**src/dahs_pkg.sv**
```systemverilog
// Shared types, codes and reset values for the dual-axis homing sequencer.
// No dependencies; used by dahs_axis and dual_axis_homing_sequencer.
package dahs_pkg;

    // Item codes carried in s_tuser
    localparam logic [1:0] OP_TICK  = 2'd0;
    localparam logic [1:0] OP_START = 2'd1;
    localparam logic [1:0] OP_FORCE = 2'd2;

    // Run result codes
    localparam logic [1:0] RES_OK      = 2'd0;
    localparam logic [1:0] RES_AXIS1   = 2'd1;
    localparam logic [1:0] RES_AXIS2   = 2'd2;

    // Register indexes (byte address = 4 * index)
    localparam logic [1:0] REG_DEBOUNCE = 2'd0;
    localparam logic [1:0] REG_MAX_ANGLE = 2'd1;
    localparam logic [1:0] REG_TIMEOUT  = 2'd2;

    localparam int DEBOUNCE_W  = 4;
    localparam int MAX_ANGLE_W = 23;
    localparam int TIMEOUT_W   = 24;
    localparam int RUN_W       = 4;

    localparam logic [DEBOUNCE_W-1:0]  DEBOUNCE_RST  = 4'd3;
    localparam logic [MAX_ANGLE_W-1:0] MAX_ANGLE_RST = 23'd5000;
    localparam logic [TIMEOUT_W-1:0]   TIMEOUT_RST   = 24'd10000;

    localparam int ANGLE_WIDTH_DEF = 24;
    localparam int TIMER_WIDTH_DEF = 24;

    typedef enum logic [1:0] {
        OUT_PENDING  = 2'd0,
        OUT_OBSTACLE = 2'd1,
        OUT_LIMIT    = 2'd2,
        OUT_TIMEOUT  = 2'd3
    } outcome_t;

    // Per-axis state handed between the top level and the axis checker
    typedef struct packed {
        outcome_t         outcome;
        logic [RUN_W-1:0] high_run;
    } axis_state_t;

    typedef struct packed {
        logic [DEBOUNCE_W-1:0]  debounce_count;
        logic [MAX_ANGLE_W-1:0] max_angle;
    } axis_cfg_t;

endpackage

```
**src/dahs_axis.sv**
```systemverilog
// Per-axis obstacle and limit check for one sample tick.
// Depends on dahs_pkg for the outcome codes and state/config structs.
module dahs_axis #(
    parameter int ANGLE_WIDTH = dahs_pkg::ANGLE_WIDTH_DEF
) (
    input  dahs_pkg::axis_state_t    cur,
    input  dahs_pkg::axis_cfg_t      cfg,
    input  logic                     stall,
    input  logic [ANGLE_WIDTH-1:0]   angle,
    output dahs_pkg::axis_state_t    nxt
);

    localparam int CMP_W = (ANGLE_WIDTH > dahs_pkg::MAX_ANGLE_W) ?
                           ANGLE_WIDTH : dahs_pkg::MAX_ANGLE_W;

    logic [ANGLE_WIDTH-1:0]      magnitude;
    logic [dahs_pkg::RUN_W-1:0]  run_next;
    logic                        obstacle;
    logic                        at_limit;

    // The most negative angle maps to 2^(ANGLE_WIDTH-1), which still fits unsigned
    assign magnitude = angle[ANGLE_WIDTH-1] ? (~angle + {{(ANGLE_WIDTH-1){1'b0}}, 1'b1})
                                            : angle;

    always_comb
    begin
        if (!stall)
        begin
            run_next = '0;
        end
        else if (cur.high_run != {dahs_pkg::RUN_W{1'b1}})
        begin
            run_next = cur.high_run + {{(dahs_pkg::RUN_W-1){1'b0}}, 1'b1};
        end
        else
        begin
            run_next = cur.high_run;
        end
    end

    assign obstacle = stall && (run_next >= cfg.debounce_count);
    assign at_limit = CMP_W'(magnitude) >= CMP_W'(cfg.max_angle);

    always_comb
    begin
        nxt = cur;
        // Freeze everything once this axis has finished
        if (cur.outcome == dahs_pkg::OUT_PENDING)
        begin
            nxt.high_run = run_next;
            if (obstacle)
            begin
                nxt.outcome = dahs_pkg::OUT_OBSTACLE;
            end
            else if (at_limit)
            begin
                nxt.outcome = dahs_pkg::OUT_LIMIT;
            end
        end
    end

endmodule

```
**src/dual_axis_homing_sequencer.sv**
```systemverilog
// Dual-axis homing sequencer: input register, one pass of compare logic, result register.
// A result reaches m_tdata through the input register, then the result register.
// Throughput: one item per cycle, limited only by m_tready backpressure.
// Reset (rst_n, asynchronous): run state cleared, homed low, registers at defaults.
// Depends on dahs_pkg and dahs_axis.
module dual_axis_homing_sequencer #(
    parameter int ANGLE_WIDTH = dahs_pkg::ANGLE_WIDTH_DEF,
    parameter int TIMER_WIDTH = dahs_pkg::TIMER_WIDTH_DEF,
    localparam int IN_BITS    = 2 + 2 * ANGLE_WIDTH,
    localparam int IN_W       = ((IN_BITS + 7) / 8) * 8
) (
    input  logic            clk,
    input  logic            rst_n,
    // Input stream
    input  logic            s_tvalid,
    output logic            s_tready,
    // s_tdata: stall_m1, stall_m2, angle_m1[ANGLE_WIDTH], angle_m2[ANGLE_WIDTH], zero pad
    input  logic [IN_W-1:0] s_tdata,
    // s_tuser: opcode[2]
    input  logic [1:0]      s_tuser,
    // Result stream
    output logic            m_tvalid,
    input  logic            m_tready,
    // m_tdata: drive_m1, drive_m2, zero_angles, busy_res, finished, result_code[2],
    //          outcome_m1[2], outcome_m2[2], homed_flag, zero pad
    output logic [15:0]     m_tdata,
    // Configuration
    input  logic            psel,
    input  logic            penable,
    input  logic            pwrite,
    input  logic [3:0]      paddr,
    input  logic [31:0]     pwdata,
    output logic [31:0]     prdata,
    output logic            pready
);

    localparam int TO_CMP_W = (TIMER_WIDTH > dahs_pkg::TIMEOUT_W) ?
                              TIMER_WIDTH : dahs_pkg::TIMEOUT_W;

    // Configuration registers
    logic [dahs_pkg::DEBOUNCE_W-1:0]  debounce_reg;
    logic [dahs_pkg::MAX_ANGLE_W-1:0] max_angle_reg;
    logic [dahs_pkg::TIMEOUT_W-1:0]   timeout_reg;
    logic                             cfg_wr;

    assign pready = 1'b1;
    assign cfg_wr = psel && penable && pwrite && pready;

    always_ff @(posedge clk or negedge rst_n)
    begin
        if (!rst_n)
        begin
            debounce_reg  <= dahs_pkg::DEBOUNCE_RST;
            max_angle_reg <= dahs_pkg::MAX_ANGLE_RST;
            timeout_reg   <= dahs_pkg::TIMEOUT_RST;
        end
        else if (cfg_wr)
        begin
            unique case (paddr[3:2])
                dahs_pkg::REG_DEBOUNCE:  debounce_reg  <= pwdata[dahs_pkg::DEBOUNCE_W-1:0];
                dahs_pkg::REG_MAX_ANGLE: max_angle_reg <= pwdata[dahs_pkg::MAX_ANGLE_W-1:0];
                dahs_pkg::REG_TIMEOUT:   timeout_reg   <= pwdata[dahs_pkg::TIMEOUT_W-1:0];
                default: ;
            endcase
        end
    end

    always_comb
    begin
        unique case (paddr[3:2])
            dahs_pkg::REG_DEBOUNCE:  prdata = 32'(debounce_reg);
            dahs_pkg::REG_MAX_ANGLE: prdata = 32'(max_angle_reg);
            dahs_pkg::REG_TIMEOUT:   prdata = 32'(timeout_reg);
            default:                 prdata = '0;
        endcase
    end

    // Pipeline handshake
    logic in_valid_reg;
    logic out_valid_reg;
    logic advance;
    logic fire;

    assign advance  = !out_valid_reg || m_tready;
    assign fire     = in_valid_reg && advance;
    assign s_tready = !in_valid_reg || advance;
    assign m_tvalid = out_valid_reg;

    // Input register
    logic [1:0]             op_reg;
    logic                   stall1_reg;
    logic                   stall2_reg;
    logic [ANGLE_WIDTH-1:0] angle1_reg;
    logic [ANGLE_WIDTH-1:0] angle2_reg;

    always_ff @(posedge clk or negedge rst_n)
    begin
        if (!rst_n)
        begin
            in_valid_reg <= 1'b0;
        end
        else if (s_tready)
        begin
            in_valid_reg <= s_tvalid;
        end
    end

    always_ff @(posedge clk)
    begin
        if (s_tready && s_tvalid)
        begin
            op_reg     <= s_tuser;
            stall1_reg <= s_tdata[0];
            stall2_reg <= s_tdata[1];
            angle1_reg <= s_tdata[2 +: ANGLE_WIDTH];
            angle2_reg <= s_tdata[2 + ANGLE_WIDTH +: ANGLE_WIDTH];
        end
    end

    // Run state
    logic                    homed_reg, homed_next;
    logic                    running_reg, running_next;
    logic [TIMER_WIDTH-1:0]  elapsed_reg, elapsed_next;
    dahs_pkg::axis_state_t   axis1_reg, axis1_next;
    dahs_pkg::axis_state_t   axis2_reg, axis2_next;
    dahs_pkg::axis_state_t   axis1_chk, axis2_chk;
    dahs_pkg::axis_cfg_t     axis_cfg;
    logic [TIMER_WIDTH-1:0]  elapsed_inc;
    logic                    timed_out;
    logic                    zero_now;
    logic                    fin_now;
    logic [1:0]              code_now;

    assign axis_cfg.debounce_count = debounce_reg;
    assign axis_cfg.max_angle      = max_angle_reg;

    dahs_axis #(.ANGLE_WIDTH(ANGLE_WIDTH)) u_axis1 (
        .cur   (axis1_reg),
        .cfg   (axis_cfg),
        .stall (stall1_reg),
        .angle (angle1_reg),
        .nxt   (axis1_chk)
    );

    dahs_axis #(.ANGLE_WIDTH(ANGLE_WIDTH)) u_axis2 (
        .cur   (axis2_reg),
        .cfg   (axis_cfg),
        .stall (stall2_reg),
        .angle (angle2_reg),
        .nxt   (axis2_chk)
    );

    // Saturate the tick counter, then compare it against the timeout
    assign elapsed_inc = (elapsed_reg == {TIMER_WIDTH{1'b1}}) ? elapsed_reg
                       : elapsed_reg + {{(TIMER_WIDTH-1){1'b0}}, 1'b1};
    assign timed_out   = TO_CMP_W'(elapsed_inc) > TO_CMP_W'(timeout_reg);

    always_comb
    begin
        homed_next   = homed_reg;
        running_next = running_reg;
        elapsed_next = elapsed_reg;
        axis1_next   = axis1_reg;
        axis2_next   = axis2_reg;
        zero_now     = 1'b0;
        fin_now      = 1'b0;
        code_now     = dahs_pkg::RES_OK;

        unique case (op_reg)
            dahs_pkg::OP_START:
            begin
                homed_next          = 1'b0;
                running_next        = 1'b1;
                elapsed_next        = '0;
                axis1_next.outcome  = dahs_pkg::OUT_PENDING;
                axis1_next.high_run = '0;
                axis2_next.outcome  = dahs_pkg::OUT_PENDING;
                axis2_next.high_run = '0;
                zero_now            = 1'b1;
            end
            dahs_pkg::OP_FORCE:
            begin
                if (!running_reg)
                begin
                    homed_next = 1'b1;
                    zero_now   = 1'b1;
                end
            end
            dahs_pkg::OP_TICK:
            begin
                if (running_reg)
                begin
                    elapsed_next = elapsed_inc;
                    axis1_next   = axis1_chk;
                    axis2_next   = axis2_chk;
                    if (timed_out)
                    begin
                        if (axis1_chk.outcome == dahs_pkg::OUT_PENDING)
                        begin
                            axis1_next.outcome = dahs_pkg::OUT_TIMEOUT;
                        end
                        if (axis2_chk.outcome == dahs_pkg::OUT_PENDING)
                        begin
                            axis2_next.outcome = dahs_pkg::OUT_TIMEOUT;
                        end
                    end
                    if (axis1_next.outcome != dahs_pkg::OUT_PENDING &&
                        axis2_next.outcome != dahs_pkg::OUT_PENDING)
                    begin
                        running_next = 1'b0;
                        fin_now      = 1'b1;
                        if (axis1_next.outcome != dahs_pkg::OUT_OBSTACLE)
                        begin
                            code_now = dahs_pkg::RES_AXIS1;
                        end
                        else if (axis2_next.outcome != dahs_pkg::OUT_OBSTACLE)
                        begin
                            code_now = dahs_pkg::RES_AXIS2;
                        end
                        else
                        begin
                            homed_next = 1'b1;
                            zero_now   = 1'b1;
                        end
                    end
                end
            end
            default: ;  // reserved code: hold state
        endcase
    end

    always_ff @(posedge clk or negedge rst_n)
    begin
        if (!rst_n)
        begin
            homed_reg           <= 1'b0;
            running_reg         <= 1'b0;
            elapsed_reg         <= '0;
            axis1_reg.outcome   <= dahs_pkg::OUT_PENDING;
            axis1_reg.high_run  <= '0;
            axis2_reg.outcome   <= dahs_pkg::OUT_PENDING;
            axis2_reg.high_run  <= '0;
        end
        else if (fire)
        begin
            homed_reg   <= homed_next;
            running_reg <= running_next;
            elapsed_reg <= elapsed_next;
            axis1_reg   <= axis1_next;
            axis2_reg   <= axis2_next;
        end
    end

    // Result register
    logic [15:0] result_next;
    logic [15:0] result_reg;

    assign result_next = {
        4'b0000,
        homed_next,
        axis2_next.outcome,
        axis1_next.outcome,
        code_now,
        fin_now,
        running_next,
        zero_now,
        running_next && (axis2_next.outcome == dahs_pkg::OUT_PENDING),
        running_next && (axis1_next.outcome == dahs_pkg::OUT_PENDING)
    };

    always_ff @(posedge clk or negedge rst_n)
    begin
        if (!rst_n)
        begin
            out_valid_reg <= 1'b0;
        end
        else if (advance)
        begin
            out_valid_reg <= in_valid_reg;
        end
    end

    always_ff @(posedge clk)
    begin
        if (fire)
        begin
            result_reg <= result_next;
        end
    end

    assign m_tdata = result_reg;

endmodule
```
**config.mk**
```make
export PLATFORM = sky130hd
export DESIGN_NAME = dual_axis_homing_sequencer
export DESIGN_NICKNAME = d
export VERILOG_FILES = /design/src/dahs_pkg.sv /design/src/dahs_axis.sv /design/src/dual_axis_homing_sequencer.sv
export SDC_FILE = /design/constraint.sdc
export NUM_CORES = 1
export LEC_CHECK = 0
export ABC_AREA = 1
export BUFFER_PORTS_ARGS = -buffer_cell sky130_fd_sc_hd__buf_4
export CELL_PAD_IN_SITES_DETAIL_PLACEMENT = 0
export CELL_PAD_IN_SITES_GLOBAL_PLACEMENT = 2
export CORE_MARGIN = 2
export CORE_UTILIZATION = 35
export CTS_BUF_LIST = sky130_fd_sc_hd__clkbuf_4 sky130_fd_sc_hd__clkbuf_8
export CTS_CLUSTER_DIAMETER = 50
export DETAILED_ROUTE_END_ITERATION = 10
export PLACE_DENSITY = 0.82
export REMOVE_ABC_BUFFERS = 1
export SLEW_MARGIN = 40
export SYNTH_ARGS = -nofsm -noshare
export SYNTH_HDL_FRONTEND = slang
export SYNTH_HIERARCHICAL = 1
export SYNTH_SLANG_ARGS = --single-unit
```
**constraint.sdc**
```tcl
create_clock -name clk -period 3.5 [get_ports clk]
set_input_delay 0.7 -clock clk [delete_from_list [all_inputs] [get_ports clk]]
set_output_delay 0.7 -clock clk [all_outputs]
set_load 0.02 [all_outputs]
```
==> flow_metrics.py <==
metrics = {
    "sta": {
        "fmaxAchievable_mhz": 304,
        "rsz0062_at_grt": "yes",
        "setup_ws_ns": 0.208,
        "finalCriticalPeriod_ns": 3.29,
        "slew_headroom_pct": 45.8,
        "maxSlewViolCount": 0,
        "setup_viol": 0,
        "finalHoldViolations": 0,
        "worst_slew_pin_slew_ns": 0.811,
        "skew_ns": 0.0227,
        "finalCritPeriodShare_pct": 94.1,
    },
    "logic_synthesis": {
        "syn_area_um2": 10100,
        "async_flop_share_pct": 58.7,
        "synthCells": 1232,
        "yosys_warnings": 6,
        "synth.top_cell.area_share_pct": 19.5,
        "synth.area.top_cells": "dfrtp_1 20%, edfxtp_1 19%, nand2_1 11%",
        "ys_top_cells_by_count": "285 x nand2_1, 211 x inv_1, 94 x o21ai_0",
        "ys_ff_latch": 155,
        "yosysUniqueCellTypes": 52,
        "ys.flop_type": "dfrtp_1",
        "yosysMostFrequentCell": "nand2_1",
        "synth-edff-count": 64,
        "avgSynthCellArea_um2": 8.21,
        "synth_area_leader_cell": "dfrtp_1",
        "seq_area_frac_synth_pct": 41.7,
    },
    "outcome": {
        "status": "finished, final reports clean",
    },
    "detailed_routing": {
        "routed_wl_mm": 28.0,
        "drt_first_pass_iters": 5,
        "remaining_drc_errors": 0,
        "vias": 8412,
        "via_per_inst": 4.65,
        "ant_nets": 0,
        "wire_per_inst_um": 15.4,
        "drt_iter0_markers": 497,
    },
    "final_layout": {
        "final_util_pct": 44.1,
        "final_layout_size_suffix_gt1_share_pct": 25.0,
        "stdcell_count": 1810,
        "nets": 1597,
        "fin_area_um2": 12600,
        "syn_to_final_growth_pct": 24.4,
        "antennaDiodeCount": 0,
    },
    "min_path": {
        "worstHoldPathType": "in2async",
    },
    "global_route": {
        "grt_overflow": 0,
        "grt_pass1_wl_mm": 43.9,
        "grt_use_total_pct": 18.7,
        "grt_max_degree": 78,
        "antenna_found_initial": 0,
        "grt_pass1_vias": 8189,
    },
    "clock_network": {
        "hold_buffers": 0,
        "h-tree-depth": 4,
        "clockBufferDepth": 2,
        "clkSlewWorstSetupHoldPaths_ns": 0.10,
        "cts.root.buffer_cell": "clkbuf_8",
        "cts_buffers": 17,
        "clk_latency_ns": 0.47,
        "clock-sinks": 155,
        "cts_tree": "yes",
    },
    "place": {
        "placed_cell_area_um2": 11700,
        "place_congestion": 0.833,
        "placed_cells": 1761,
        "place_ws_ns": -0.0902,
        "port_buffers": 122,
        "hpwl_mm": 21.2,
    },
    "floorplanning": {
        "placementRows": 62,
        "core_area_um2": 28500,
        "die_area_um2": 30300,
        "dieHeight_um": 174,
        "io_pins": 152,
        "chipWidth_um": 174,
        "initial_core_util_pct": 35.4,
    },
    "job": {
        "drv_cap": 0,
    },
    "power": {
        "p_comb_share_pct": 38.1,
        "internal-power_uw": 3720,
        "p_seq_share_pct": 40.5,
        "powerDensity_nw_per_um2": 495,
        "ir_drop_mv": 0.233,
        "p_switching_uw": 2510,
        "p_clk_share_pct": 21.4,
        "p_leak_uw": 0.00609,
        "swShare_pct": 40.3,
    },
    "worst_setup_path": {
        "worstSetupPathType": "reg2reg",
        "critPathRequiredTime_ns": 3.73,
        "crit_fanout": 3,
        "cp.arrival_ns": 3.52,
        "rrSetupSlack_ns": 0.21,
        "endpoint_kind": "flip-flop",
        "start_kind": "flip-flop",
    },
}
-- cells by family (layout without fill, tap and decap cells) --
logic type	Yosys count	count (layout)	share of synthesized area (%)
AND/OR/NAND/NOR	476	476	20.8
buffers and inverters	253	436	9.99
AO/OA/AOI/OAI	200	200	11.4
flip-flops	155	155	41.7
adder cells (fa/ha/maj)	83	83	10.3
XOR/XNOR	59	59	5.33
multiplexers	4	4	0.445
other	2	13	0.0742
-- cells in the final DEF (no fill, tap or decap), types with 6 or more instances in the layout --
cell	instances
a21oi_1	39
a22o_1	10
buf_4	180
clkbuf_8	18
conb_1	13
dfrtp_1	78
dfstp_2	12
edfxtp_1	64
ha_1	78
inv_1	200
inv_2	15
inv_6	6
nand2_1	268
nand2_2	26
nand3_1	24
nand3_2	14
nand4_1	13
nor2_1	72
nor2_2	10
nor2_4	11
nor3_1	11
o21ai_0	92
o22ai_1	21
xnor2_1	11
xor2_1	44
-- final timing paths --
check / start / to / cells after the start
max in group asynchronous: rst_n / max_angle_reg[12]$_DFFE_PN1P_ / 2
min reg2reg: timeout_reg[9]$_DFFE_PN1P_ / timeout_reg[9]$_DFFE_PN1P_ / 2
min in group clk: s_tuser[0] / op_reg[0]$_DFFE_PP_ / 1
min: rst_n / homed_reg$_DFFE_PN0P_ / 1
max reg2reg: angle2_reg[0]$_DFFE_PP_ / m_tdata[10]$_DFFE_PP_ / 26
max: angle2_reg[0]$_DFFE_PP_ / m_tdata[10]$_DFFE_PP_ / 26
-- repair_timing --
item                                   4_1_cts  5_1_grt
endpoints found under the hold margin        0        0
setup endpoints to repair                    4       18
buffers inserted                             0       18
gates resized for setup                     10       80
pin swaps                                    6       39
-- routing by layer --
metal | global-route usage, % | vias up | part of all wire [%]
li1 | - | 4335 | -
met1 | 25.2 | 3912 | 48
met2 | 31.4 | 147 | 48
met3 | 2.82 | 18 | 2.9
met4 | 4.59 | 0 | 1.4
met5 | 0 | - | 0
-- critical path, cell delays in order (launching register included) --
cell and delay [ns]:
edfxtp_1 0.39, inv_2 0.10, buf_6 0.11, nand3_4 0.09
nor2_4 0.17, inv_2 0.06, nor2_4 0.11, nand2_2 0.07
buf_6 0.12, o21ai_2 0.13, xor2_1 0.19, ha_1 0.28
a21o_1 0.17, a21oi_1 0.14, nand2_1 0.07, nor2_2 0.10
nand2_1 0.05, inv_1 0.06, nand2_2 0.08, nand2_2 0.09
nand2_4 0.07, nor2_4 0.11, nor2_1 0.05, nand2_1 0.07
nand2_1 0.06, nand2_2 0.08, nand2_2 0.07
-- power by group through the flow --
stage	clock network (uW)	logic, uW	registers (uW)
2_1_floorplan	0	1400	2520
5_1_grt	1450	2710	2560
4_1_cts	1370	2190	2520
6_report	1330	2370	2520
3_3_place_gp	0	2130	2550
3_5_place_dp	0	2160	2550
-- metrics by stage --
stage	hold WS [ns]	total power (uW)	TNS, ns
2_1_floorplan	0.404	3910	0
3_3_place_gp	0.519	4680	-0.0826
3_5_place_dp	0.526	4720	-0.240
4_1_cts	0.287	6080	0
5_1_grt	0.277	6730	-0.257
6_report	0.198	6220	0
-- final cells by class --
| class | count | area (um2) |
|---|---|---|
| tap | 384 | 480 |
| timing repair buffer | 186 | 1430 |
| inverter | 218 | 825 |
| sequential | 155 | 4220 |
| clock buffer | 17 | 234 |
| fill | 2971 | 16000 |
| clock inverter | 15 | 131 |
| multi-input combinational | 835 | 5270 |
Note: power is estimated with default switching activity, not from simulation.
